**config.mk**
```make
export PLATFORM = sky130hd
export DESIGN_NAME = satc_ram
export DESIGN_NICKNAME = d
export VERILOG_FILES = /design/src/hdl/satc_ram.sv
export SDC_FILE = /design/constraint.sdc
export NUM_CORES = 1
export LEC_CHECK = 0
export BUFFER_PORTS_ARGS = -buffer_cell sky130_fd_sc_hd__buf_2
export CAP_MARGIN = 20
export CORE_MARGIN = 4
export CORE_UTILIZATION = 55
export CTS_CLUSTER_DIAMETER = 150
export DETAILED_ROUTE_END_ITERATION = 10
export GPL_ROUTABILITY_DRIVEN = 0
export PLACE_DENSITY = 0.73
export SYNTH_ARGS = -nofsm -noshare
export SYNTH_HDL_FRONTEND = slang
export SYNTH_SLANG_ARGS = --single-unit
```
**constraint.sdc**
```tcl
create_clock -name clock -period 2.25 [get_ports clock]
set_input_delay 0.1125 -clock clock [delete_from_list [all_inputs] [get_ports clock]]
set_output_delay 0.1125 -clock clock [all_outputs]
set_load 0.01 [all_outputs]
```
**src/hdl/satc_ram.sv**
```systemverilog
module satc_ram #(
   parameter int WIDTH = 8,
   parameter int DEPTH = 16
) (
   input  logic                                        clock,
   input  logic                                        we,
   input  logic [((DEPTH > 1) ? $clog2(DEPTH) : 1)-1:0] waddr,
   input  logic [WIDTH-1:0]                            wdata,
   input  logic [((DEPTH > 1) ? $clog2(DEPTH) : 1)-1:0] raddr,
   output logic [WIDTH-1:0]                            rdata
);

   logic [WIDTH-1:0] mem_ff [DEPTH];
   logic [WIDTH-1:0] rdata_ff;

   // one write port, one registered read port
   always_ff @(posedge clock) begin
      if (we) begin
         mem_ff[waddr] <= wdata;
      end
      rdata_ff <= mem_ff[raddr];
   end

   assign rdata = rdata_ff;

endmodule

```
==> results.txt <==
The tools report the top-level port count as 26. Setup repair after global routing left no endpoint under its margin. The number of enable-type register cells in the synthesized netlist came out at 128. The area growth from synthesis to layout is 18.1%. The logs give 0.778 for the post-synthesis sequential area ratio and 0.00802 ns for the maximum clock skew at final layout. Final max-slew violation count: 0.

Max-cap violations in this run came to 0. At the later pin of the worst-skew pair, clock insertion delay measures 0.51 ns. The logs give 229 for the post-synthesis instance total and 0.661 for the utilization of the core after routing. After global routing the overflow that remains totals 0. In this run the horizontal extent of the chip is 105 um.

The run gives 0.049 as the logic gate share of total power. The routed wire length per instance was 24.0 um; the DRC violation count after routing was 0. The count of cells resized by post-cts repair was 0; the number of filler instances in the final layout was 566. Dividing total power by cell area gives a power density of 914 nW/um2. The tools report the startpoint type of the worst setup path as a flop.

Sorting the synthesized cells by area gives the leading types as edfxtp_1, mux4_2, mux4_1, dfxtp_1, a22oi_1. Primary flip-flop cell chosen by synthesis mapping: edfxtp_1. Internal power summed over all cells: 4410 uW. The critical path goes through mux4_2 -> a22oi_1 -> nand2_1. STA classifies the critical path endpoint as a flop.

For the worst setup path, the data arrival time is 1.76 ns. The final critical-path required period was 1.37 ns. Buffers added to address setup during post-CTS repair amount to 0. The sink count of the clock tree was 136; the area share of fa/ha/maj cells after synthesis was 0.

The core outline area came out at 9200 um2. Slowest cell on the critical path: mux4_2. Including well taps, the total number of placed cells is 373.

Clock-pin slew was measured on the worst setup and hold paths at 0.06 ns. The flow ran to the end, and the final reports show no timing, DRC or antenna violations. The fraction of the mapped netlist area in compound gates came out at 0.0233. The post-layout net count was 305; the net switching share of the total power was 0.206.

The die covers 11000 um2. For the final routed database, the setup TNS stands at 0 ns. Derived from the worst setup path, the maximum achievable clock frequency is 731 MHz. The first global-routing pass estimated 15.5 mm of wire.

The clock passes through at most 2 buffers. Measured along the y axis, the die boundary spans 105 um. The starting DRC count in detailed routing was 206; the area of combinational cells with multiple inputs was 1060 um2.

By area, the combinational part of the netlist is dominated by multiplexers. Async set-or-reset flop fraction in the synthesized netlist: 0. IR analysis of the VDD net gives a maximum drop of 535 uV.

The number of failing hold endpoints at the final stage was 0. The logs give 0 for the number of antenna violations at the first check in global routing and 9.85 mm for the sum of routed wire length over all layers. In this run the remaining antenna-violating nets after routing total 0.

Via count of the first global-routing pass: 2608. The proportion of layout cells with a drive suffix above 1 was 0.300. Before antenna repair, the detailed router went through 4 iterations. At the worst endpoint, the required time is 2.64 ns.

The mean instance size in the synthesized netlist is 22.5 um2, and the area share of the leading cell type in the synthesized netlist is 0.747. The top cell type by total area after synthesis is edfxtp_1. The number of nets in the synthesized netlist is 247.

The synthesized-area fraction occupied by xor and xnor cells is 0, and the leakage component of the power is 0.00208 uW. The sequential share of power is 0.514, and the count of unique library cells instantiated by Yosys is 19. The multiplexer area fraction after synthesis is 0.150. Summing over every cut layer, the via total after detailed routing is 2479. Critical-path maximum fanout: 1. Port buffering added 25 buffers. The area taken by flip-flops and latches came out at 4000 um2. After synthesis the cells add up to 5150 um2. Entering global routing, the biggest net connects 33 pins.

Summing all placed instances gives a cell area of 5490 um2. TritonCTS built the clock tree. Clock tree synthesis inserted a total of 17 buffers. The critical path in this run is classified as reg2reg. The repair_antennas step left the layout with diodes totalling 0.

The worst slew slack as a fraction of its limit was 0.512. Once detailed placement completed, the half-perimeter wirelength came to 5.95 mm. The tools report the overall routing resource usage as 0.197. Initial cell density of the core: 0.560. The number of hold buffers added after CTS was 6. Clock network fraction of total power: 0.438. Simple-gate portion of the synthesized area: 0.0318. The share of the clock period used by the worst path was 0.608; the via density per instance was 6.03. Setup violations remaining at the end of the flow were counted as 0. Once layout is done, the placed cells without fillers occupy 6080 um2.

The tools report the synthesis warning total as 0. Leaving out fill and tap cells, the most frequent cells in the layout are edfxtp_1, buf_2, mux4_2. The number of H-tree levels came out at 4.

Setup slack on the worst reg-to-reg path comes out at 0.88 ns. Actual transition at the worst max-transition pin: 0.729 ns. The cell at the root of the clock tree was clkbuf_8.

The tools report the switching power summed over all nets as 1140 uW. The longest individual stage delay on the worst path works out to 0.48 ns. Synthesis inferred 136 register bits. The worst min-delay path category is in2reg. The floorplan row count came out at 35. The most common library cell in the layout ignoring fill and taps is edfxtp_1. The post-layout instance count excluding filler cells was 411.
## per-stage QoR
stage	hold WS [ns]	worst slack (ns)	total power, uW
global route	0.0136	0.822	5760
global placement	0.502	0.663	3160
detailed placement	0.508	0.680	3170
floorplan	0.211	0.645	3050
CTS	0.00472	0.863	5600
finish	0.0124	0.882	5550
## kinds of logic (layout without fill, tap and decap cells)
logic type / count (synthesis) / in the layout
compound gates: 16 / 16
simple gates: 35 / 35
buf+inv: 10 / 81
flops: 136 / 136
mux: 32 / 32
## critical path, delay by kind of cell, from the launching register on
kind,cells,cell delay (ns)
mux,1,0.48
flops,1,0.37
compound gates,1,0.32
simple gates,1,0.08
## state kept, by name (all words and copies together), names as in the netlist
| signal | cells |
|---|---|
| mem_ff | 128 |
| rdata | 8 |
## per-layer routing
| layer | part of all wire | vias to the layer above | global-route usage |
|---|---|---|---|
| met4 | 0.023 | 0 | 0.0787 |
| met5 | 0 | - | 0 |
| met1 | 0.40 | 1254 | 0.275 |
| li1 | - | 1093 | - |
| met3 | 0.089 | 22 | 0.0581 |
| met2 | 0.48 | 110 | 0.295 |
## path summary, 6_finish.rpt
| kind | cells past startpoint | to | from |
|---|---|---|---|
| worst min register to register | 3 | rdata[0] | mem_ff[4][0] |
| worst min-delay path | 1 | mem_ff[4][2] | wdata[2] |
| worst max-delay path | 3 | rdata[0] | mem_ff[10][0] |
| worst max register to register | 3 | rdata[0] | mem_ff[10][0] |
## cells in the mapped netlist, types with 2 or more instances
cell type / instances
edfxtp_1: 128
mux4_2: 18
a22oi_1: 16
mux4_1: 14
nor2_1: 13
nand2_1: 9
dfxtp_1: 8
nor3_1: 4
buf_2: 3
buf_6: 3
clkdlybuf4s25_2: 3
nand2b_1: 2
nand3b_1: 2
## layout make-up
cell class              instances  share of cell area
clock buffers                  20              0.0700
clock inverters                12              0.0175
multi-input cells              83               0.174
flip-flops and latches        136               0.659
well taps                     111              0.0229
repair buffers                 49              0.0568
## power by group through the flow
stage	Clock, uW	Combinational, uW	Sequential [uW]
6_report	2430	271	2850
5_1_grt	2600	296	2860
4_1_cts	2470	277	2850
3_5_place_dp	0	265	2900
3_3_place_gp	0	261	2900
2_1_floorplan	0	144	2910
(Power assumes the default switching activity.)
