**src/hdl/satc_pkg.sv**
```systemverilog
package satc_pkg;

   // table size and derived widths
   localparam int CAPACITY = 16;
   localparam int IDX_W    = (CAPACITY > 1) ? $clog2(CAPACITY) : 1;
   localparam int CNT_W    = $clog2(CAPACITY + 1);

   // field widths
   localparam int CMD_W       = 3;
   localparam int SLOT_W      = 4;
   localparam int HOUR_W      = 5;
   localparam int MINUTE_W    = 6;
   localparam int TIME_W      = HOUR_W + MINUTE_W;
   localparam int COUNT_OUT_W = 5;
   localparam int STATUS_W    = 2;
   localparam int CMP_W       = (CNT_W > SLOT_W) ? CNT_W : SLOT_W;

   // minute-of-day arithmetic
   localparam int MIN_W        = 11;
   localparam int DAY_W        = MIN_W + 1;
   localparam int HOUR_MAX     = 23;
   localparam int MINUTE_MAX   = 59;
   localparam int MIN_PER_DAY  = 1440;
   // divide by 60 as multiply by 2185 and shift right by 17 (exact below 1440)
   localparam int RECIP_60     = 2185;
   localparam int RECIP_W      = 12;
   localparam int RECIP_SHIFT  = 17;
   localparam int PROD_W       = MIN_W + RECIP_W;

   typedef enum logic [CMD_W-1:0] {
      CMD_ADD    = 3'd0,
      CMD_REMOVE = 3'd1,
      CMD_EDIT   = 3'd2,
      CMD_CLEAR  = 3'd3,
      CMD_READ   = 3'd4,
      CMD_QUERY  = 3'd5
   } cmd_type;

   typedef enum logic [STATUS_W-1:0] {
      ST_OK    = 2'd0,
      ST_EMPTY = 2'd1,
      ST_FULL  = 2'd2,
      ST_RANGE = 2'd3
   } status_type;

   typedef enum logic [2:0] {
      PTR_HOLD    = 3'd0,
      PTR_SLOT    = 3'd1,
      PTR_COUNT   = 3'd2,
      PTR_ZERO    = 3'd3,
      PTR_INC     = 3'd4,
      PTR_DEC     = 3'd5,
      PTR_CNT_DEC = 3'd6
   } ptr_op_type;

   typedef enum logic [1:0] {
      ADDR_AT   = 2'd0,
      ADDR_UP   = 2'd1,
      ADDR_DOWN = 2'd2
   } addr_op_type;

   typedef enum logic [1:0] {
      WR_NONE  = 2'd0,
      WR_NEW   = 2'd1,
      WR_SHIFT = 2'd2
   } wr_op_type;

   typedef enum logic [1:0] {
      CNT_HOLD  = 2'd0,
      CNT_INC   = 2'd1,
      CNT_DEC   = 2'd2,
      CNT_CLEAR = 2'd3
   } cnt_op_type;

   // controller to datapath
   typedef struct packed {
      logic        capture;
      ptr_op_type  ptr_op;
      addr_op_type addr_op;
      wr_op_type   wr_op;
      cnt_op_type  cnt_op;
      logic        res_clear;
      logic        status_load;
      status_type  status;
      logic        entry_load;
      logic        first_load;
      logic        hit_load;
      logic        hit_wrap;
      logic        diff_load;
      logic        quot_load;
      logic        rem_load;
      logic        out_load;
   } dp_cmd_type;

   // datapath to controller
   typedef struct packed {
      cmd_type cmd;
      logic    empty;
      logic    full;
      logic    slot_oob;
      logic    ptr_zero;
      logic    next_ok;
      logic    ge_new;
   } dp_stat_type;

endpackage

```
**src/hdl/satc_ctrl.sv**
```systemverilog
module satc_ctrl import satc_pkg::*; (
   input  logic        clock,
   input  logic        reset,
   input  logic        req_valid,
   output logic        req_ready,
   output logic        rsp_valid,
   input  logic        rsp_ready,
   input  dp_stat_type stat,
   output dp_cmd_type  ctl
);

   typedef enum logic [9:0] {
      S_IDLE   = 10'b00_0000_0001,
      S_DECODE = 10'b00_0000_0010,
      S_INSERT = 10'b00_0000_0100,
      S_DELETE = 10'b00_0000_1000,
      S_READ   = 10'b00_0001_0000,
      S_SCAN   = 10'b00_0010_0000,
      S_DIFF   = 10'b00_0100_0000,
      S_DIV    = 10'b00_1000_0000,
      S_REM    = 10'b01_0000_0000,
      S_FINISH = 10'b10_0000_0000
   } state_type;

   state_type state_ff, state_in;
   logic      rsp_valid_ff, rsp_valid_in;

   assign req_ready = (state_ff == S_IDLE);
   assign rsp_valid = rsp_valid_ff;

   // next state and datapath commands
   always_comb begin
      state_in     = state_ff;
      ctl          = '0;
      rsp_valid_in = rsp_valid_ff && !rsp_ready;

      unique case (state_ff)
         S_IDLE: begin
            if (req_valid) begin
               ctl.capture = 1'b1;
               state_in    = S_DECODE;
            end
         end

         S_DECODE: begin
            ctl.res_clear   = 1'b1;
            ctl.status_load = 1'b1;
            ctl.status      = ST_OK;
            state_in        = S_FINISH;
            unique case (stat.cmd)
               CMD_ADD: begin
                  if (stat.full) begin
                     ctl.status = ST_FULL;
                  end else begin
                     ctl.ptr_op  = PTR_COUNT;
                     ctl.addr_op = ADDR_DOWN;
                     state_in    = S_INSERT;
                  end
               end
               CMD_REMOVE, CMD_EDIT: begin
                  if (stat.empty) begin
                     ctl.status = ST_EMPTY;
                  end else if (stat.slot_oob) begin
                     ctl.status = ST_RANGE;
                  end else begin
                     ctl.ptr_op  = PTR_SLOT;
                     ctl.addr_op = ADDR_UP;
                     state_in    = S_DELETE;
                  end
               end
               CMD_CLEAR: begin
                  ctl.cnt_op = CNT_CLEAR;
               end
               CMD_READ: begin
                  if (stat.empty) begin
                     ctl.status = ST_EMPTY;
                  end else if (stat.slot_oob) begin
                     ctl.status = ST_RANGE;
                  end else begin
                     ctl.ptr_op  = PTR_SLOT;
                     ctl.addr_op = ADDR_AT;
                     state_in    = S_READ;
                  end
               end
               CMD_QUERY: begin
                  if (stat.empty) begin
                     ctl.status = ST_EMPTY;
                  end else begin
                     ctl.ptr_op  = PTR_ZERO;
                     ctl.addr_op = ADDR_AT;
                     state_in    = S_SCAN;
                  end
               end
               default: begin
                  state_in = S_FINISH;
               end
            endcase
         end

         // move entries at or above the new time up until the new time fits
         S_INSERT: begin
            if (stat.ptr_zero || !stat.ge_new) begin
               ctl.wr_op  = WR_NEW;
               ctl.cnt_op = CNT_INC;
               state_in   = S_FINISH;
            end else begin
               ctl.wr_op   = WR_SHIFT;
               ctl.ptr_op  = PTR_DEC;
               ctl.addr_op = ADDR_DOWN;
            end
         end

         // close the gap left by the removed slot
         S_DELETE: begin
            if (stat.next_ok) begin
               ctl.wr_op   = WR_SHIFT;
               ctl.ptr_op  = PTR_INC;
               ctl.addr_op = ADDR_UP;
            end else begin
               ctl.cnt_op = CNT_DEC;
               if (stat.cmd == CMD_EDIT) begin
                  ctl.ptr_op  = PTR_CNT_DEC;
                  ctl.addr_op = ADDR_DOWN;
                  state_in    = S_INSERT;
               end else begin
                  state_in = S_FINISH;
               end
            end
         end

         S_READ: begin
            ctl.entry_load = 1'b1;
            state_in       = S_FINISH;
         end

         // first entry at or after now, else wrap to the first entry
         S_SCAN: begin
            ctl.first_load = stat.ptr_zero;
            if (stat.ge_new) begin
               ctl.hit_load = 1'b1;
               state_in     = S_DIFF;
            end else if (stat.next_ok) begin
               ctl.ptr_op  = PTR_INC;
               ctl.addr_op = ADDR_AT;
            end else begin
               ctl.hit_load = 1'b1;
               ctl.hit_wrap = 1'b1;
               state_in     = S_DIFF;
            end
         end

         S_DIFF: begin
            ctl.diff_load = 1'b1;
            state_in      = S_DIV;
         end

         S_DIV: begin
            ctl.quot_load = 1'b1;
            state_in      = S_REM;
         end

         S_REM: begin
            ctl.rem_load = 1'b1;
            state_in     = S_FINISH;
         end

         // hand the result over once the output register is free
         S_FINISH: begin
            if (!rsp_valid_ff || rsp_ready) begin
               ctl.out_load = 1'b1;
               rsp_valid_in = 1'b1;
               state_in     = S_IDLE;
            end
         end

         default: begin
            state_in = S_IDLE;
         end
      endcase
   end

   always_ff @(posedge clock) begin
      if (reset) begin
         state_ff     <= S_IDLE;
         rsp_valid_ff <= 1'b0;
      end else begin
         state_ff     <= state_in;
         rsp_valid_ff <= rsp_valid_in;
      end
   end

endmodule

```
**config.mk**
```make
export PLATFORM = sky130hd
export DESIGN_NAME = satc_ctrl
export DESIGN_NICKNAME = d
export VERILOG_FILES = /design/src/hdl/satc_pkg.sv /design/src/hdl/satc_ctrl.sv
export SDC_FILE = /design/constraint.sdc
export NUM_CORES = 1
export LEC_CHECK = 0
export BUFFER_PORTS_ARGS = -buffer_cell sky130_fd_sc_hd__buf_2
export CORE_UTILIZATION = 35
export DETAILED_ROUTE_END_ITERATION = 10
export PLACE_DENSITY = 0.64
export SYNTH_ARGS = -nofsm -noshare
export SYNTH_HDL_FRONTEND = slang
export SYNTH_SLANG_ARGS = --single-unit
```
**constraint.sdc**
```tcl
create_clock -name clock -period 3.1 [get_ports clock]
set_input_delay 0.93 -clock clock [delete_from_list [all_inputs] [get_ports clock]]
set_output_delay 0.93 -clock clock [all_outputs]
set_load 0.02 [all_outputs]
```
==> results.yml <==
clock_network:
  htree_num_levels: 1
  clk_pin_slew_ns: 0.08
  clk_latency_ns: 0.27
  cts_buffer_depth: 2
  clkSinkCount: 11
  cts_made_buffers: 3
  root_buffer: "clkbuf_4"
  postCtsHoldBufs: 0
  cts_tree: "yes"
placed_design:
  io_buffers: 36
  dp_hpwl_um: 2414
  gp_congestion: 0.9596
  dp_cells: 208
  pre_cts_ws_ns: 0.09104
floorplan:
  die-area_sq_um: 3152
  start_util_pct: 37.21
  rows: 19
  fp.dieH_um: 56.14
  die_w_um: 56.14
  io_pins: 37
  core_sq_um: 2758
finish:
  layout_common_cells: "31 x buf_2, 15 x nor2_1, 15 x buf_4"
  fill_cells: 287
  final_common_cell: "buf_2"
  final_nets: 199
  fin_cells: 216
  drive_above_1_share_pct: 34.59
  final_core_util_pct: 49.36
  n_antenna_cell: 0
  syn_to_final_growth_pct: 32.68
timing:
  drv_slew: 0
  clock_skew_ns: 0.003076
  fmax_mhz: 331.8
  timing.slew.headroom_pct: 71.66
  grt_setup_unrepaired: "true"
  period_minus_slack_ns: 3.014
  finalSetupTns_ns: 0
  setup_violations: 0
  finalHoldViolations: 0
  finalCritPeriodShare_pct: 97.22
  worstMarginPinSlew_ns: 0.4193
  setup_ws_ns: 0.08625
global_routing:
  use_met3_pct: 2.791
  antenna_found_initial: 0
  grtUsageMet1_pct: 26.36
  grt_pass1_wl_um: 5043
  grt_pass1_vias: 1074
  grt_busiest_layer: "met2"
  met2_usage_pct: 33.33
  grt.total_usage_pct: 20.16
  grt_max_degree: 11
  grt.overflow.total: 0
power_and_ir_drop:
  ir_drop_v: 0.0002905
  total_leakage_power_nw: 0.6426
  power_mw: 0.4563
  power_per_cell_area_nw_per_um2: 335.2
detailed_routing:
  post-route-drc-count: 0
  drt_iter0_drc: 48
  avgRoutedWirePerCell_um: 14.57
  routed-via-count: 1233
  antenna_left: 0
  totalWireLength_um: 3147
  dr.pass1.iters: 4
  via_per_inst: 5.708
synthesis:
  postSynthAreaPerCell_sq_um: 7.125
  synth_area_leader_cell: "dfxtp_1"
  synth_warnings: 0
  synth_nets: 157
  synthDistinctLibCells: 40
  synth.top_cell.area_share_pct: 21.46
  netlist_top_cells_area: "dfxtp_1 21%, nor2_1 5.5%, nand4_1 4.9%"
  synthCells: 144
  ys_seq_area_share_pct: 21.46
  ys_seq_elements: 11
  syn-cell-area_sq_um: 1026
critical_path:
  cp_top_family: "simple AND/OR/NAND/NOR gates"
  critPathLaunchType: "flop"
  cp_num_buf_inv: 2
  critPathKind: "flop to output port"
  slowest_delay_ns: 0.54
  path_max_fanout: 5
  worstPathRequired_ns: 2.17
  crit_top_cell: "buf_4"
  crit_slowest_cell: "or4b_4"
  critPathCaptureType: "output port"
  crit_chain: "nor4_4 > nand2_2 > or4b_4 > buf_4 > nor3_2 > buf_4"
  arrival_ns: 2.08
hold_path:
  hp-class: "flop to flop"
flow_run:
  drv_cap: 0
run_status:
  status: "completed"
-- cells by family (layout without fill, tap and decap cells) --
group,Yosys count,after routing,synth area share [%]
AND/OR/NAND/NOR,84,84,47.81
XOR/XNOR,5,5,4.268
adder cells (fa/ha/maj),1,1,0.9756
buffers and inverters,18,59,7.073
flip-flops,11,11,21.46
AO/OA/AOI/OAI,25,25,18.42
-- flip-flops by register name (all words and copies together) (netlist names) --
register   count
rsp_valid      1
state_ff      10
-- final timing paths --
check / startpoint / end / slack [ns] / depth (start not counted)
worst max-delay path: state_ff[9]$_SDFFE_PP0P_ / ctl[8] / 0.09 / 6
worst min-delay path: rsp_valid$_SDFF_PP0_ / rsp_valid$_SDFF_PP0_ / 0.51 / 2
worst max register to register: state_ff[9]$_SDFFE_PP0P_ / state_ff[9]$_SDFFE_PP0P_ / 1.09 / 6
worst min register to register: rsp_valid$_SDFF_PP0_ / rsp_valid$_SDFF_PP0_ / 0.51 / 2
-- worst min-delay path: cells and delay by family (launching register included) --
kind,cells,cell delay [ns]
flip-flops,1,0.33
AND/OR/NAND/NOR,1,0.08
AO/OA/AOI/OAI,1,0.06
-- synth_stat cells --
cell / number
a211oi_1: 1
buf_4: 1
nand2_1: 13
nor2b_1: 3
o32ai_4: 1
a21oi_1: 4
xnor2_1: 1
o21ai_0: 5
and4_1: 1
nor4bb_1: 1
nand3_1: 5
and3b_1: 4
o21a_1: 1
o32ai_1: 1
or3_1: 2
nor2_1: 15
and2_1: 5
o31a_1: 1
or4b_1: 1
nor3_1: 10
buf_2: 1
nand4_1: 8
dfxtp_1: 11
nor4b_1: 3
a31oi_1: 2
xor2_1: 4
maj3_1: 1
o211ai_1: 1
nand2b_1: 5
nor4_4: 1
nand2_2: 1
a22oi_1: 1
clkbuf_1: 9
and2b_1: 1
o2bb2ai_1: 1
inv_1: 7
nor4_1: 4
o2111ai_1: 4
o22ai_1: 2
nor3_4: 1
-- power breakdown --
part / leakage [nW] / internal, mW / switching, mW
logic: 0.536 / 0.0782 / 0.110
clock network: 0.0150 / 0.0498 / 0.0521
registers: 0.0915 / 0.149 / 0.0167
-- routing by layer --
layer  share of wire [%]  vias up
met5                   0        -
met4                 1.9        0
met3                 4.7        8
met2                  50       42
met1                  43      571
li1                    -      612
-- what timing repair did --
action                                  CTS  global route
resized for setup                         5            12
buffers inserted                          0             4
pin swaps                                 2             0
cloned                                    0             0
endpoints found under the setup margin   10             7
-- metrics by stage --
step	hold WS (ns)	instance area, sq um
final	0.5107	1361
after global routing	0.5345	1361
after CTS	0.5139	1292
after detailed placement	0.4985	1259
after global placement	0.4901	1259
after floorplan	0.5476	1026
-- cell type report --
class | count | area (sq um) | area share, %
Multi-Input combinational cell | 115 | 753.2 | 55.33
Sequential cell | 11 | 227.7 | 16.73
Tap cell | 31 | 38.79 | 2.849
Clock buffer | 4 | 26.28 | 1.930
Inverter | 7 | 28.78 | 2.114
Timing Repair Buffer | 48 | 286.5 | 21.05
No activity file was read; power rests on OpenSTA's default activity.
