**config.mk**
```make
export PLATFORM = sky130hd
export DESIGN_NAME = satc_dpath
export DESIGN_NICKNAME = d
export VERILOG_FILES = /design/src/hdl/satc_pkg.sv /design/src/hdl/satc_dpath.sv
export SDC_FILE = /design/constraint.sdc
export NUM_CORES = 1
export LEC_CHECK = 0
export BUFFER_PORTS_ARGS = -buffer_cell sky130_fd_sc_hd__buf_2
export CORE_ASPECT_RATIO = 1.5
export CORE_MARGIN = 5
export CORE_UTILIZATION = 55
export CTS_CLUSTER_SIZE = 25
export DETAILED_ROUTE_END_ITERATION = 8
export GPL_TIMING_DRIVEN = 1
export PLACE_DENSITY = 0.77
export SYNTH_ARGS = -nofsm -noshare
export SYNTH_HDL_FRONTEND = slang
export SYNTH_SLANG_ARGS = --single-unit
```
**constraint.sdc**
```tcl
create_clock -name clock -period 3.9 [get_ports clock]
set_input_delay 0.195 -clock clock [delete_from_list [all_inputs] [get_ports clock]]
set_output_delay 0.195 -clock clock [all_outputs]
set_load 0.005 [all_outputs]
```
**src/hdl/satc_pkg.sv**
```systemverilog
package satc_pkg;

   // table size and derived widths
   localparam int CAPACITY = 16;
   localparam int IDX_W    = (CAPACITY > 1) ? $clog2(CAPACITY) : 1;
   localparam int CNT_W    = $clog2(CAPACITY + 1);

   // field widths
   localparam int CMD_W       = 3;
   localparam int SLOT_W      = 4;
   localparam int HOUR_W      = 5;
   localparam int MINUTE_W    = 6;
   localparam int TIME_W      = HOUR_W + MINUTE_W;
   localparam int COUNT_OUT_W = 5;
   localparam int STATUS_W    = 2;
   localparam int CMP_W       = (CNT_W > SLOT_W) ? CNT_W : SLOT_W;

   // minute-of-day arithmetic
   localparam int MIN_W        = 11;
   localparam int DAY_W        = MIN_W + 1;
   localparam int HOUR_MAX     = 23;
   localparam int MINUTE_MAX   = 59;
   localparam int MIN_PER_DAY  = 1440;
   // divide by 60 as multiply by 2185 and shift right by 17 (exact below 1440)
   localparam int RECIP_60     = 2185;
   localparam int RECIP_W      = 12;
   localparam int RECIP_SHIFT  = 17;
   localparam int PROD_W       = MIN_W + RECIP_W;

   typedef enum logic [CMD_W-1:0] {
      CMD_ADD    = 3'd0,
      CMD_REMOVE = 3'd1,
      CMD_EDIT   = 3'd2,
      CMD_CLEAR  = 3'd3,
      CMD_READ   = 3'd4,
      CMD_QUERY  = 3'd5
   } cmd_type;

   typedef enum logic [STATUS_W-1:0] {
      ST_OK    = 2'd0,
      ST_EMPTY = 2'd1,
      ST_FULL  = 2'd2,
      ST_RANGE = 2'd3
   } status_type;

   typedef enum logic [2:0] {
      PTR_HOLD    = 3'd0,
      PTR_SLOT    = 3'd1,
      PTR_COUNT   = 3'd2,
      PTR_ZERO    = 3'd3,
      PTR_INC     = 3'd4,
      PTR_DEC     = 3'd5,
      PTR_CNT_DEC = 3'd6
   } ptr_op_type;

   typedef enum logic [1:0] {
      ADDR_AT   = 2'd0,
      ADDR_UP   = 2'd1,
      ADDR_DOWN = 2'd2
   } addr_op_type;

   typedef enum logic [1:0] {
      WR_NONE  = 2'd0,
      WR_NEW   = 2'd1,
      WR_SHIFT = 2'd2
   } wr_op_type;

   typedef enum logic [1:0] {
      CNT_HOLD  = 2'd0,
      CNT_INC   = 2'd1,
      CNT_DEC   = 2'd2,
      CNT_CLEAR = 2'd3
   } cnt_op_type;

   // controller to datapath
   typedef struct packed {
      logic        capture;
      ptr_op_type  ptr_op;
      addr_op_type addr_op;
      wr_op_type   wr_op;
      cnt_op_type  cnt_op;
      logic        res_clear;
      logic        status_load;
      status_type  status;
      logic        entry_load;
      logic        first_load;
      logic        hit_load;
      logic        hit_wrap;
      logic        diff_load;
      logic        quot_load;
      logic        rem_load;
      logic        out_load;
   } dp_cmd_type;

   // datapath to controller
   typedef struct packed {
      cmd_type cmd;
      logic    empty;
      logic    full;
      logic    slot_oob;
      logic    ptr_zero;
      logic    next_ok;
      logic    ge_new;
   } dp_stat_type;

endpackage

```
**src/hdl/satc_dpath.sv**
```systemverilog
module satc_dpath import satc_pkg::*; (
   input  logic                   clock,
   input  logic                   reset,
   // request payload
   input  logic [CMD_W-1:0]       req_cmd,
   input  logic [SLOT_W-1:0]      req_slot,
   input  logic [HOUR_W-1:0]      req_hour,
   input  logic [MINUTE_W-1:0]    req_minute,
   // controller link
   input  dp_cmd_type             ctl,
   output dp_stat_type            stat,
   // table memory
   output logic                   ram_we,
   output logic [IDX_W-1:0]       ram_waddr,
   output logic [TIME_W-1:0]      ram_wdata,
   output logic [IDX_W-1:0]       ram_raddr,
   input  logic [TIME_W-1:0]      ram_rdata,
   // response payload
   output logic [HOUR_W-1:0]      rsp_entry_hour,
   output logic [MINUTE_W-1:0]    rsp_entry_minute,
   output logic [HOUR_W-1:0]      rsp_wait_hours,
   output logic [MINUTE_W-1:0]    rsp_wait_minutes,
   output logic [COUNT_OUT_W-1:0] rsp_entry_count,
   output logic [STATUS_W-1:0]    rsp_status
);

   // h * 60 + m by shifts
   function automatic logic [MIN_W-1:0] day_minutes(input logic [TIME_W-1:0] t);
      logic [MIN_W-1:0] h;
      logic [MIN_W-1:0] m;
      h = MIN_W'(t[TIME_W-1:MINUTE_W]);
      m = MIN_W'(t[MINUTE_W-1:0]);
      return (h << 6) - (h << 2) + m;
   endfunction

   cmd_type             cmd_ff;
   logic [SLOT_W-1:0]   slot_ff;
   logic [TIME_W-1:0]   new_ff;
   logic [MIN_W-1:0]    now_min_ff;
   logic [CNT_W-1:0]    count_ff, count_in;
   logic [CNT_W-1:0]    ptr_ff, ptr_in;
   logic [CNT_W-1:0]    ptr_plus;
   logic [CNT_W-1:0]    raddr_full;
   logic [TIME_W-1:0]   first_ff;
   logic [TIME_W-1:0]   hit_ff;
   logic                wrap_ff;
   logic [MIN_W-1:0]    diff_ff;
   logic [HOUR_W-1:0]   quot_ff;
   logic [HOUR_W-1:0]   eh_ff;
   logic [MINUTE_W-1:0] em_ff;
   logic [HOUR_W-1:0]   wh_ff;
   logic [MINUTE_W-1:0] wm_ff;
   status_type          status_ff;

   logic [HOUR_W-1:0]   hour_sat;
   logic [MINUTE_W-1:0] minute_sat;
   logic [TIME_W-1:0]   new_time;
   logic [DAY_W-1:0]    diff_sum;
   logic [PROD_W-1:0]   prod;
   logic [MIN_W-1:0]    quot_x60;

   // clamp the incoming time
   assign hour_sat   = (req_hour > HOUR_W'(HOUR_MAX)) ? HOUR_W'(HOUR_MAX) : req_hour;
   assign minute_sat = (req_minute > MINUTE_W'(MINUTE_MAX)) ?
                       MINUTE_W'(MINUTE_MAX) : req_minute;
   assign new_time   = {hour_sat, minute_sat};

   // captured request
   always_ff @(posedge clock) begin
      if (ctl.capture) begin
         cmd_ff     <= cmd_type'(req_cmd);
         slot_ff    <= req_slot;
         new_ff     <= new_time;
         now_min_ff <= day_minutes(new_time);
      end
   end

   // entry count
   always_comb begin
      unique case (ctl.cnt_op)
         CNT_HOLD:  count_in = count_ff;
         CNT_INC:   count_in = count_ff + CNT_W'(1);
         CNT_DEC:   count_in = count_ff - CNT_W'(1);
         CNT_CLEAR: count_in = '0;
         default:   count_in = count_ff;
      endcase
   end

   always_ff @(posedge clock) begin
      if (reset) begin
         count_ff <= '0;
      end else begin
         count_ff <= count_in;
      end
   end

   // walk pointer
   assign ptr_plus = ptr_ff + CNT_W'(1);

   always_comb begin
      unique case (ctl.ptr_op)
         PTR_HOLD:    ptr_in = ptr_ff;
         PTR_SLOT:    ptr_in = CNT_W'(slot_ff);
         PTR_COUNT:   ptr_in = count_ff;
         PTR_ZERO:    ptr_in = '0;
         PTR_INC:     ptr_in = ptr_plus;
         PTR_DEC:     ptr_in = ptr_ff - CNT_W'(1);
         PTR_CNT_DEC: ptr_in = count_ff - CNT_W'(1);
         default:     ptr_in = ptr_ff;
      endcase
   end

   always_ff @(posedge clock) begin
      ptr_ff <= ptr_in;
   end

   // read at, one above or one below the next pointer
   always_comb begin
      unique case (ctl.addr_op)
         ADDR_AT:   raddr_full = ptr_in;
         ADDR_UP:   raddr_full = ptr_in + CNT_W'(1);
         ADDR_DOWN: raddr_full = ptr_in - CNT_W'(1);
         default:   raddr_full = ptr_in;
      endcase
   end

   assign ram_raddr = raddr_full[IDX_W-1:0];
   assign ram_we    = (ctl.wr_op != WR_NONE);
   assign ram_waddr = ptr_ff[IDX_W-1:0];
   assign ram_wdata = (ctl.wr_op == WR_NEW) ? new_ff : ram_rdata;

   // status to controller
   assign stat.cmd      = cmd_ff;
   assign stat.empty    = (count_ff == '0);
   assign stat.full     = (count_ff >= CNT_W'(CAPACITY));
   assign stat.slot_oob = (CMP_W'(slot_ff) >= CMP_W'(count_ff));
   assign stat.ptr_zero = (ptr_ff == '0);
   assign stat.next_ok  = (ptr_plus < count_ff);
   assign stat.ge_new   = (ram_rdata >= new_ff);

   // next-time search and countdown arithmetic
   assign diff_sum = DAY_W'(day_minutes(hit_ff))
                   + (wrap_ff ? DAY_W'(MIN_PER_DAY) : DAY_W'(0))
                   - DAY_W'(now_min_ff);
   assign prod     = PROD_W'(diff_ff) * PROD_W'(RECIP_60);
   assign quot_x60 = (MIN_W'(quot_ff) << 6) - (MIN_W'(quot_ff) << 2);

   always_ff @(posedge clock) begin
      if (ctl.first_load) begin
         first_ff <= ram_rdata;
      end
      if (ctl.hit_load) begin
         hit_ff  <= (ctl.hit_wrap && !stat.ptr_zero) ? first_ff : ram_rdata;
         wrap_ff <= ctl.hit_wrap;
      end
      if (ctl.diff_load) begin
         diff_ff <= diff_sum[MIN_W-1:0];
      end
      if (ctl.quot_load) begin
         quot_ff <= prod[RECIP_SHIFT +: HOUR_W];
      end
   end

   // result fields
   always_ff @(posedge clock) begin
      if (ctl.res_clear) begin
         eh_ff <= '0;
         em_ff <= '0;
         wh_ff <= '0;
         wm_ff <= '0;
      end else begin
         if (ctl.entry_load) begin
            eh_ff <= ram_rdata[TIME_W-1:MINUTE_W];
            em_ff <= ram_rdata[MINUTE_W-1:0];
         end
         if (ctl.diff_load) begin
            eh_ff <= hit_ff[TIME_W-1:MINUTE_W];
            em_ff <= hit_ff[MINUTE_W-1:0];
         end
         if (ctl.rem_load) begin
            wh_ff <= quot_ff;
            wm_ff <= MINUTE_W'(diff_ff - quot_x60);
         end
      end
      if (ctl.status_load) begin
         status_ff <= ctl.status;
      end
   end

   // output register
   always_ff @(posedge clock) begin
      if (ctl.out_load) begin
         rsp_entry_hour   <= eh_ff;
         rsp_entry_minute <= em_ff;
         rsp_wait_hours   <= wh_ff;
         rsp_wait_minutes <= wm_ff;
         rsp_entry_count  <= COUNT_OUT_W'(count_ff);
         rsp_status       <= status_ff;
      end
   end

endmodule

```
==> results.toml, run 1 <==
[clock_tree]
cts_tree = "done"
cts-buffers-inserted = 17
root_buffer = "clkbuf_16"
cts_buffer_depth = 2
cts_sinks = 129
cts.htree.levels = 4
clkLatencyLatePin_ns = 0.42
cts.clk_slew.worst_paths_ns = 0.05

[synth]
postSynthAreaPerCell_um2 = 11.2
synth_async_sr_flop_share = 0
ys_seq_area_frac = 0.463
synth-main-ff-cell = "edfxtp_1"
synth.distinct_cells = 56
synthesis.area_um2 = 7700
postSynthCellCount = 690
yosys.area.top_type = "edfxtp_1"
synth_area_leaders = "edfxtp_1 38%, ha_1 15%, dfxtp_1 8.1%"
ys_ff_latch = 129
synth_top_area_frac = 0.382
syn_nets = 857
ys_warn_count = 0
synth-edff-count = 98

[detailed_routing]
first_pass_iters = 5
drt_iter0_drc = 218
ant_nets = 0
remaining_drc_errors = 0
vias = 5437
viasPerCell = 5.55
wire_per_inst_um = 16.8
wirelength_um = 16400

[worst_setup_path]
arrival_ns = 3.85
critPathLaunch = "diff_ff[7]"
worst-path-buf-inv = 2
path_class = "register to register"
cp_max_fo = 4
worst_path_largest_cell_delay_ns = 0.49
cp-end-kind = "register"
reg2reg_to = "quot_ff[4]"
cp_slowest_cell = "fa_1"
critPathRequiredTime_ns = 4.06
path_common_cell = "ha_1"
r2r_cells = 13
r2r-start = "diff_ff[7]"
ff2ff_setup_slack_ns = 0.21
start_kind = "register"
crit_chain = "ha_1, inv_1, fa_1, fa_1, inv_1, ha_1, ha_1, a21oi_1, nor3_1, a311oi_2, o211ai_1, o211a_1, o311a_1"
critPathTopFamily = "adder cells"

[power_and_ir_drop]
vdd_drop_max_uv = 465
leakagePower_nw = 4.10
powerDensity_nw_per_um2 = 700

[sta]
period_needed_ns = 3.69
timing.slew.headroom = 0.566
hold_violations = 0
worst_pin_slew_ns = 0.651
maxSlewViolCount = 0
setup_tns_ns = 0
finalSetupViolations = 0
whs_ns = 0.0134
rsz0062_at_grt = "false"
fin_crit_sh = 0.946
clock_skew_ns = 0.00829
max_freq_mhz = 271

[worst_hold_path]
hold_class = "primary input to register"
hold_start = "ctl[4]"
worstHoldEndpoint = "wrap_ff"
holdPathStages = 1

[place]
numPortBuffers = 110
dp_hpwl_um = 12900
gp_congestion = 0.930

[grt]
grt-ovfl-total = 0
grt_max_degree = 34
grt_pass1_wl_um = 27100
antenna_found_initial = 0
track_usage = 0.208
grt_pass1_vias = 5772

[die]
rows = 53
fp.dieW_um = 107
initial_utilization = 0.556
die_h_um = 155
ios = 111
core_area_um2 = 13900
die_area_um2 = 16500

[final_layout]
antenna_cells = 0
postLayoutCoreUtil = 0.653
fin_nets = 969
synthToLayoutAreaGrowth_pct = 17.5
drive_gt1_frac = 0.200

[run_status]
outcome = "finished, final reports clean"

[job]
drv_cap = 0
## cell type report
class / count / area (um2)
Clock buffer: 25 / 517
Clock inverter: 7 / 72.6
Fill cell: 1079 / 4810
Inverter: 85 / 319
Multi-Input combinational cell: 445 / 3680
Sequential cell: 129 / 3560
Tap cell: 165 / 206
Timing Repair Buffer: 124 / 683
## layout by cell type, fill, tap and decap left out, types with 5 or more instances in the layout
cell,n
a211oi_1,22
a21o_1,5
a21oi_1,35
buf_2,110
clkbuf_16,18
dfxtp_1,31
dlygate4sd3_1,11
edfxtp_1,98
fa_1,21
ha_1,93
inv_1,85
mux2_2,14
mux2i_1,15
nand2_1,31
nand2b_1,14
nand3_1,8
nand4_1,8
nor2_1,49
nor2b_1,12
nor3_1,10
o21ai_0,27
xnor2_1,25
xor2_1,6
## synth_stat cells (2+ instances only)
| cell | number |
|---|---|
| edfxtp_1 | 98 |
| ha_1 | 93 |
| inv_1 | 85 |
| nor2_1 | 49 |
| a21oi_1 | 35 |
| dfxtp_1 | 31 |
| nand2_1 | 31 |
| o21ai_0 | 27 |
| xnor2_1 | 25 |
| a211oi_1 | 22 |
| clkbuf_1 | 22 |
| fa_1 | 21 |
| mux2i_1 | 15 |
| mux2_2 | 14 |
| nand2b_1 | 14 |
| nor2b_1 | 12 |
| nor3_1 | 10 |
| nand3_1 | 8 |
| nand4_1 | 8 |
| xor2_1 | 6 |
| a21o_1 | 5 |
| buf_4 | 4 |
| o21a_1 | 4 |
| a311oi_1 | 3 |
| and3_1 | 3 |
| buf_1 | 3 |
| or2_2 | 3 |
| or3_1 | 3 |
| a221oi_1 | 2 |
| a31oi_1 | 2 |
| and2b_1 | 2 |
| nand3b_1 | 2 |
| nor4_1 | 2 |
| o211ai_1 | 2 |
| o21ai_1 | 2 |
| o22ai_1 | 2 |
## kinds of logic after synthesis
group,synth area share
AND/OR/NAND/NOR,0.0951
AO/OA/AOI/OAI,0.0986
buffers and inverters,0.0596
XOR/XNOR,0.0353
multiplexers,0.0429
flip-flops,0.463
adder cells (fa/ha/maj),0.206
## routing by layer
layer	track usage	wire (um)
met5	0	0
met3	0.0473	823
met4	0.0865	401
met2	0.383	8820
met1	0.227	6390
## power breakdown
group	internal (W)	leakage, nW	switching (W)
sequential	0.00180	1.23	0.000175
clock	0.000981	0.285	0.000556
combinational	0.00130	2.58	0.00152
## stage by stage
stage | worst slack [ns] | power [W] | instances | area (um2)
after detailed placement | 0.166 | 0.00480 | 937 | 8340
final | 0.210 | 0.00633 | 980 | 9040
after CTS | 0.134 | 0.00637 | 980 | 9040
after floorplan | 0.333 | 0.00395 | 690 | 7700
after global routing | 0.0604 | 0.00688 | 980 | 9040
after global placement | 0.234 | 0.00470 | 937 | 8340
## worst max path at each step
stage | end | depth (start not counted)
floorplan | quot_ff[4] | 13
global placement | quot_ff[4] | 13
detailed placement | quot_ff[4] | 13
CTS | quot_ff[4] | 13
global route | quot_ff[4] | 13
finish | quot_ff[4] | 13
## sequential cells by signal (all words and copies together) (netlist names), 3 cells and up
signal and cells:
cmd_ff 3, count_ff 5, diff_ff 11, eh_ff 5
em_ff 6, first_ff 11, hit_ff 11, new_ff 11
now_min_ff 9, ptr_ff 5, quot_ff 5, rsp_entry_count 5
rsp_entry_hour 5, rsp_entry_minute 6, rsp_wait_hours 5, rsp_wait_minutes 6
slot_ff 4, wh_ff 5, wm_ff 6
## timing repair
action                                 in CTS  in global routing
setup endpoints to repair                   0                  1
hold buffers                               11                  0
endpoints found under the hold margin      15                  0
gates resized for setup                     0                  1
setup buffers                               0                  0
Power figures use the tool's default switching activity.
==> run 2: changes to the inputs <==
--- a/config.mk
+++ b/config.mk
@@ -12,7 +12,7 @@
 export CTS_CLUSTER_SIZE = 25
 export DETAILED_ROUTE_END_ITERATION = 8
 export GPL_TIMING_DRIVEN = 1
-export PLACE_DENSITY = 0.77
+export PLACE_DENSITY = 0.82
 export SYNTH_ARGS = -nofsm -noshare
 export SYNTH_HDL_FRONTEND = slang
 export SYNTH_SLANG_ARGS = --single-unit
==> run 2 against run 1 <==
  * Sequential share of layout area shrank 0.060 points
  * Register-to-register slack gained 0.05 ns
  * Count of clock-buffer cells in the layout shrank 4
  * Critical path depth is the same
  * Maximum frequency grew 1.2%
  * Die area is the same
  * Flip-flop and latch count is the same
  * Clock power is essentially flat
  * Global-route usage grew 0.069 points
  * Cell area grew 0.15%
  * Cell count grew 0.31%
==> results.toml, run 2 (same netlist as run 1, synthesis figures left out) <==
[place]
gp_congestion = 0.883
dp_hpwl_um = 12100
numPortBuffers = 110
place_ws_ns = 0.114

[worst_setup_path]
reg2reg_to = "quot_ff[4]"
r2r-start = "diff_ff[10]"
cp-end-kind = "register"
start_kind = "register"
ff2ff_setup_slack_ns = 0.26
cp_max_fo = 3
critPathRequiredTime_ns = 4.06
r2r_cells = 13
endpoint = "quot_ff[4]"
arrival_ns = 3.81
critPathLaunch = "diff_ff[10]"
path_class = "register to register"

[detailed_routing]
vias = 5487
wirelength_um = 16300
wire_per_inst_um = 16.6
drt_iter0_drc = 187
remaining_drc_errors = 0
ant_nets = 0
viasPerCell = 5.58
first_pass_iters = 4

[power_and_ir_drop]
leakagePower_nw = 4.10
pwr-share-clk = 0.237
power_frac_comb = 0.456
p_sw_w = 0.00231
total_power_w = 0.00641
internal_power_w = 0.00410
seq_power_share = 0.306
powerDensity_nw_per_um2 = 708
p_sw_frac = 0.360
vdd_drop_max_uv = 391

[clock_tree]
cts_sinks = 129
cts_buffer_depth = 2
cts.htree.levels = 4
clkLatencyLatePin_ns = 0.42
cts-buffers-inserted = 17
cts.clk_slew.worst_paths_ns = 0.06
root_buffer = "clkbuf_16"
cts_tree = "done"

[sta]
fin_crit_sh = 0.934
rsz0062_at_grt = "false"
hold_violations = 0
setup_tns_ns = 0
timing.slew.headroom = 0.417
fin_ws_ns = 0.256
period_needed_ns = 3.64
maxSlewViolCount = 0
worst_pin_slew_ns = 0.862
max_freq_mhz = 274
clock_skew_ns = 0.00986
finalSetupViolations = 0

[grt]
top_usage_layer = "met2"
grt_pass1_vias = 5682
antenna_found_initial = 0
track_usage = 0.209
grt_pass1_wl_um = 27200
met2_usage = 0.369
grt-ovfl-total = 0
gr-usage-met3 = 0.0527
grt_use_met1 = 0.233
grt_max_degree = 34

[final_layout]
layout_common_cells = "110 x buf_2, 98 x edfxtp_1, 93 x ha_1"
drive_gt1_frac = 0.202
fillers = 1047
regArea_um2 = 3560
synthToLayoutAreaGrowth_pct = 17.6
fin_nets = 973
multi_input_comb_area_um2 = 3690
antenna_cells = 0
postLayoutCoreUtil = 0.654
final_common_cell = "buf_2"

[job]
drv_cap = 0

[run_status]
outcome = "finished, final reports clean"

[die]
die_area_um2 = 16500
core_area_um2 = 13900
rows = 53
die_h_um = 155
fp.dieW_um = 107
initial_utilization = 0.556
ios = 111

[worst_hold_path]
hold_class = "primary input to register"
## run 2: changes by cell type in the layout (fill, tap and decap cells not counted)
cell           previous run  this run
clkbuf_16                18        17
a211oi_1                 22        21
dlygate4sd3_1            11        13
clkbuf_8                  4         1
clkinv_2                  2         4
a211oi_2                  0         1
buf_4                     3         5
bufinv_16                 1         2
## run 2: how the worst min path moves through the flow
stage	startpoint	to	slack (ns)	cells after the start
floorplan	reset	count_ff[0]	0.27	1
global placement	req_cmd[1]	cmd_ff[1]	0.37	1
detailed placement	req_slot[0]	slot_ff[0]	0.37	1
CTS	req_minute[5]	new_ff[5]	0.00009	1
global route	req_minute[5]	new_ff[5]	0.004	1
finish	req_minute[5]	new_ff[5]	0.01	1
## run 2: layout make-up
type | count | share of cell area
multi-input cells | 445 | 0.407
flip-flops and latches | 129 | 0.393
repair buffers | 128 | 0.0793
clock buffers | 21 | 0.0497
inverters | 85 | 0.0352
well taps | 165 | 0.0228
clock inverters | 10 | 0.0124
## run 2: layer usage
metal	vias up	part of all wire
met4	0	0.039
met1	2614	0.39
met5	-	0
li1	2663	-
met2	163	0.52
met3	47	0.050
## run 2: critical path, cell delays in order, from the launching register on
cell and delay, ns:
edfxtp_1 0.43, ha_1 0.31, inv_1 0.05, fa_1 0.40
fa_1 0.49, inv_1 0.04, ha_1 0.20, ha_1 0.29
a21oi_1 0.15, nor3_1 0.07, a311oi_2 0.30, o211ai_1 0.16
o211a_1 0.22, o311a_1 0.28
## run 2: repair_timing
item,CTS,global route
gates resized for setup,0,2
hold endpoints to repair,14,0
setup endpoints to repair,0,3
setup buffers,0,1
hold buffers,13,0
## run 2: power groups by stage
stage | Clock [W] | Sequential [W] | Combinational, W
2_1_floorplan | 0 | 0.00194 | 0.00202
3_3_place_gp | 0 | 0.00199 | 0.00263
3_5_place_dp | 0 | 0.00200 | 0.00272
4_1_cts | 0.00154 | 0.00197 | 0.00283
5_1_grt | 0.00160 | 0.00199 | 0.00333
6_report | 0.00152 | 0.00197 | 0.00293
## run 2: stage by stage
stage	hold WS (ns)	cells	instance area, um2
after floorplan	0.267	690	7700
after global placement	0.372	938	8350
after CTS	0.0000918	982	9040
after detailed placement	0.373	938	8350
after global routing	0.00357	983	9060
final	0.0115	983	9060
==> run 3: changes to the inputs <==
--- a/config.mk
+++ b/config.mk
@@ -5,9 +5,9 @@
 export SDC_FILE = /design/constraint.sdc
 export NUM_CORES = 1
 export LEC_CHECK = 0
+export ABC_AREA = 1
 export BUFFER_PORTS_ARGS = -buffer_cell sky130_fd_sc_hd__buf_2
 export CORE_ASPECT_RATIO = 1.5
-export CORE_MARGIN = 5
 export CORE_UTILIZATION = 55
 export CTS_CLUSTER_SIZE = 25
 export DETAILED_ROUTE_END_ITERATION = 8
==> run 3 against run 2 <==
  * Sequential share of layout area is 0.59 points lower
  * Register-to-register slack better by 0.37 ns
  * Count of clock-buffer cells in the layout is 3 lower
  * Synthesized cell count is 17% higher
  * Largest power group unchanged
  * Worst setup slack better by 0.37 ns
  * Power is 6.1% higher
  * First-iteration DRC count is 73% higher
  * Non-clock buffer count is 3 higher
  * Clock skew hardly changed
  * Largest cell class unchanged
==> results.toml, run 3 <==
[power_and_ir_drop]
leakagePower_nw = 4.46
vdd_drop_max_uv = 462
powerDensity_nw_per_um2 = 740

[detailed_routing]
first_pass_iters = 5
viasPerCell = 5.41
wire_per_inst_um = 15.3
vias = 6019
ant_nets = 0
remaining_drc_errors = 0
wirelength_um = 17100
drt_iter0_drc = 324

[clock_tree]
cts.htree.levels = 4
cts_buffer_depth = 2
cts_tree = "done"
root_buffer = "clkbuf_16"
hold_buffers = 21
cts.clk_slew.worst_paths_ns = 0.06
cts_resized = 0
cts_sinks = 129
clkLatencyLatePin_ns = 0.42
cts_setup_buffers = 0
cts-buffers-inserted = 17

[sta]
fin_crit_sh = 0.839
rsz0062_at_grt = "false"
setup_tns_ns = 0
period_needed_ns = 3.27
worst_pin_slew_ns = 0.673
hold_violations = 0
max_freq_mhz = 306
clock_skew_ns = 0.00938
timing.slew.headroom = 0.551
finalSetupViolations = 0
whs_ns = 0.0173
maxSlewViolCount = 0
fin_ws_ns = 0.628

[grt]
top_usage_layer = "met2"
track_usage = 0.248
grt_max_degree = 30
met2_usage = 0.466
gr-usage-met3 = 0.0506
antenna_found_initial = 0
grt-ovfl-total = 0
grt_pass1_vias = 6071
grt_pass1_wl_um = 27700
grt_use_met1 = 0.249

[run_status]
outcome = "finished, final reports clean"

[final_layout]
final_common_cell = "inv_1"
regArea_um2 = 3560
fin_nets = 1104
drive_gt1_frac = 0.162
fillers = 1035
synthToLayoutAreaGrowth_pct = 17.9
fin_cells = 1112
antenna_cells = 0
multi_input_comb_area_um2 = 3580
layout_common_cells = "142 x inv_1, 115 x nand2_1, 110 x buf_2"

[synth]
ys_top_cells_by_count = "142 x inv_1, 115 x nand2_1, 98 x edfxtp_1"
postSynthCellCount = 806
synth_area_leaders = "edfxtp_1 38%, ha_1 15%, dfxtp_1 8.0%"
synth-edff-count = 98
synth_async_sr_flop_share = 0
synth.distinct_cells = 38
ys_seq_area_frac = 0.457
yosys.area.top_type = "edfxtp_1"
ys_ff_latch = 129
ys_warn_count = 0
synth_top_area_frac = 0.377
synth_most_common_cell = "inv_1"
syn_nets = 973
postSynthAreaPerCell_um2 = 9.67
synth-main-ff-cell = "edfxtp_1"
synthesis.area_um2 = 7800

[die]
die_h_um = 148
fp.dieW_um = 99.2
die_area_um2 = 14700
ios = 111
initial_utilization = 0.571
rows = 52
core_area_um2 = 13700

[worst_hold_path]
hold_start = "req_minute[4]"
hold_class = "primary input to register"
holdPathStages = 1
worstHoldEndpoint = "new_ff[4]"

[worst_setup_path]
r2r_cells = 14
path_class = "register to register"
critPathRequiredTime_ns = 4.08
cp-end-kind = "register"
cp_max_fo = 4
r2r-start = "diff_ff[7]"
arrival_ns = 3.45
start_kind = "register"
ff2ff_setup_slack_ns = 0.63
reg2reg_to = "quot_ff[4]"

[place]
place_inst = 1059
numPortBuffers = 110
gp_congestion = 0.912
place_ws_ns = 0.703
dp_hpwl_um = 12800

[job]
drv_cap = 0
## run 3: through the flow
stage / utilization / power [W] / instance area [um2]
2_1_floorplan: - / 0.00437 / 7800
3_3_place_gp: 0.618 / 0.00524 / 8450
3_5_place_dp: 0.618 / 0.00533 / 8450
4_1_cts: 0.673 / 0.00683 / 9200
5_1_grt: 0.673 / 0.00744 / 9200
6_report: 0.673 / 0.00680 / 9200
## run 3: how the worst max path moves through the flow
stage,start,to,slack (ns),cells past startpoint
5_1_grt,diff_ff[7],quot_ff[4],0.45,14
3_3_place_gp,diff_ff[7],quot_ff[4],0.73,14
4_1_cts,diff_ff[7],quot_ff[4],0.64,14
6_report,diff_ff[7],quot_ff[4],0.63,14
2_1_floorplan,diff_ff[7],quot_ff[4],0.89,14
3_5_place_dp,diff_ff[7],quot_ff[3],0.70,14
## run 3: report_power, final
part           total [W]  internal [W]  switching [W]
Sequential       0.00198       0.00180       0.000175
Combinational    0.00339       0.00136        0.00203
Clock            0.00144      0.000820       0.000619
## run 3: area by class of cell
type	count	area share
clock buffer	18	0.0467
multi-input combinational	512	0.390
clock inverter	14	0.0118
tap	162	0.0220
sequential	129	0.387
inverter	146	0.0596
timing repair buffer	131	0.0827
## run 3: metal layers
metal / vias to the layer above / part of all wire
met1: 2787 / 0.37
met2: 205 / 0.53
met5: - / 0
met4: 0 / 0.043
li1: 2978 / -
met3: 49 / 0.052
## run 3: cell families (layout without fill, tap and decap cells)
family | after synthesis | in the layout | synth area share
adder cells (fa/ha/maj) | 114 | 114 | 0.203
AO/OA/AOI/OAI | 124 | 124 | 0.0883
buffers and inverters | 165 | 309 | 0.0834
flip-flops | 129 | 129 | 0.457
AND/OR/NAND/NOR | 247 | 247 | 0.138
XOR/XNOR | 27 | 27 | 0.0303
## run 3: critical path, stage by stage (launching register included)
cell and delay (ns):
edfxtp_1 0.48, ha_1 0.25, inv_1 0.07, fa_1 0.44, fa_1 0.52, inv_1 0.04, ha_1 0.19, ha_1 0.29
nand2_1 0.09, nor4_1 0.26, nand2_1 0.10, nand2_1 0.10, nand2_1 0.07, nand3b_1 0.08, nand2_1 0.05
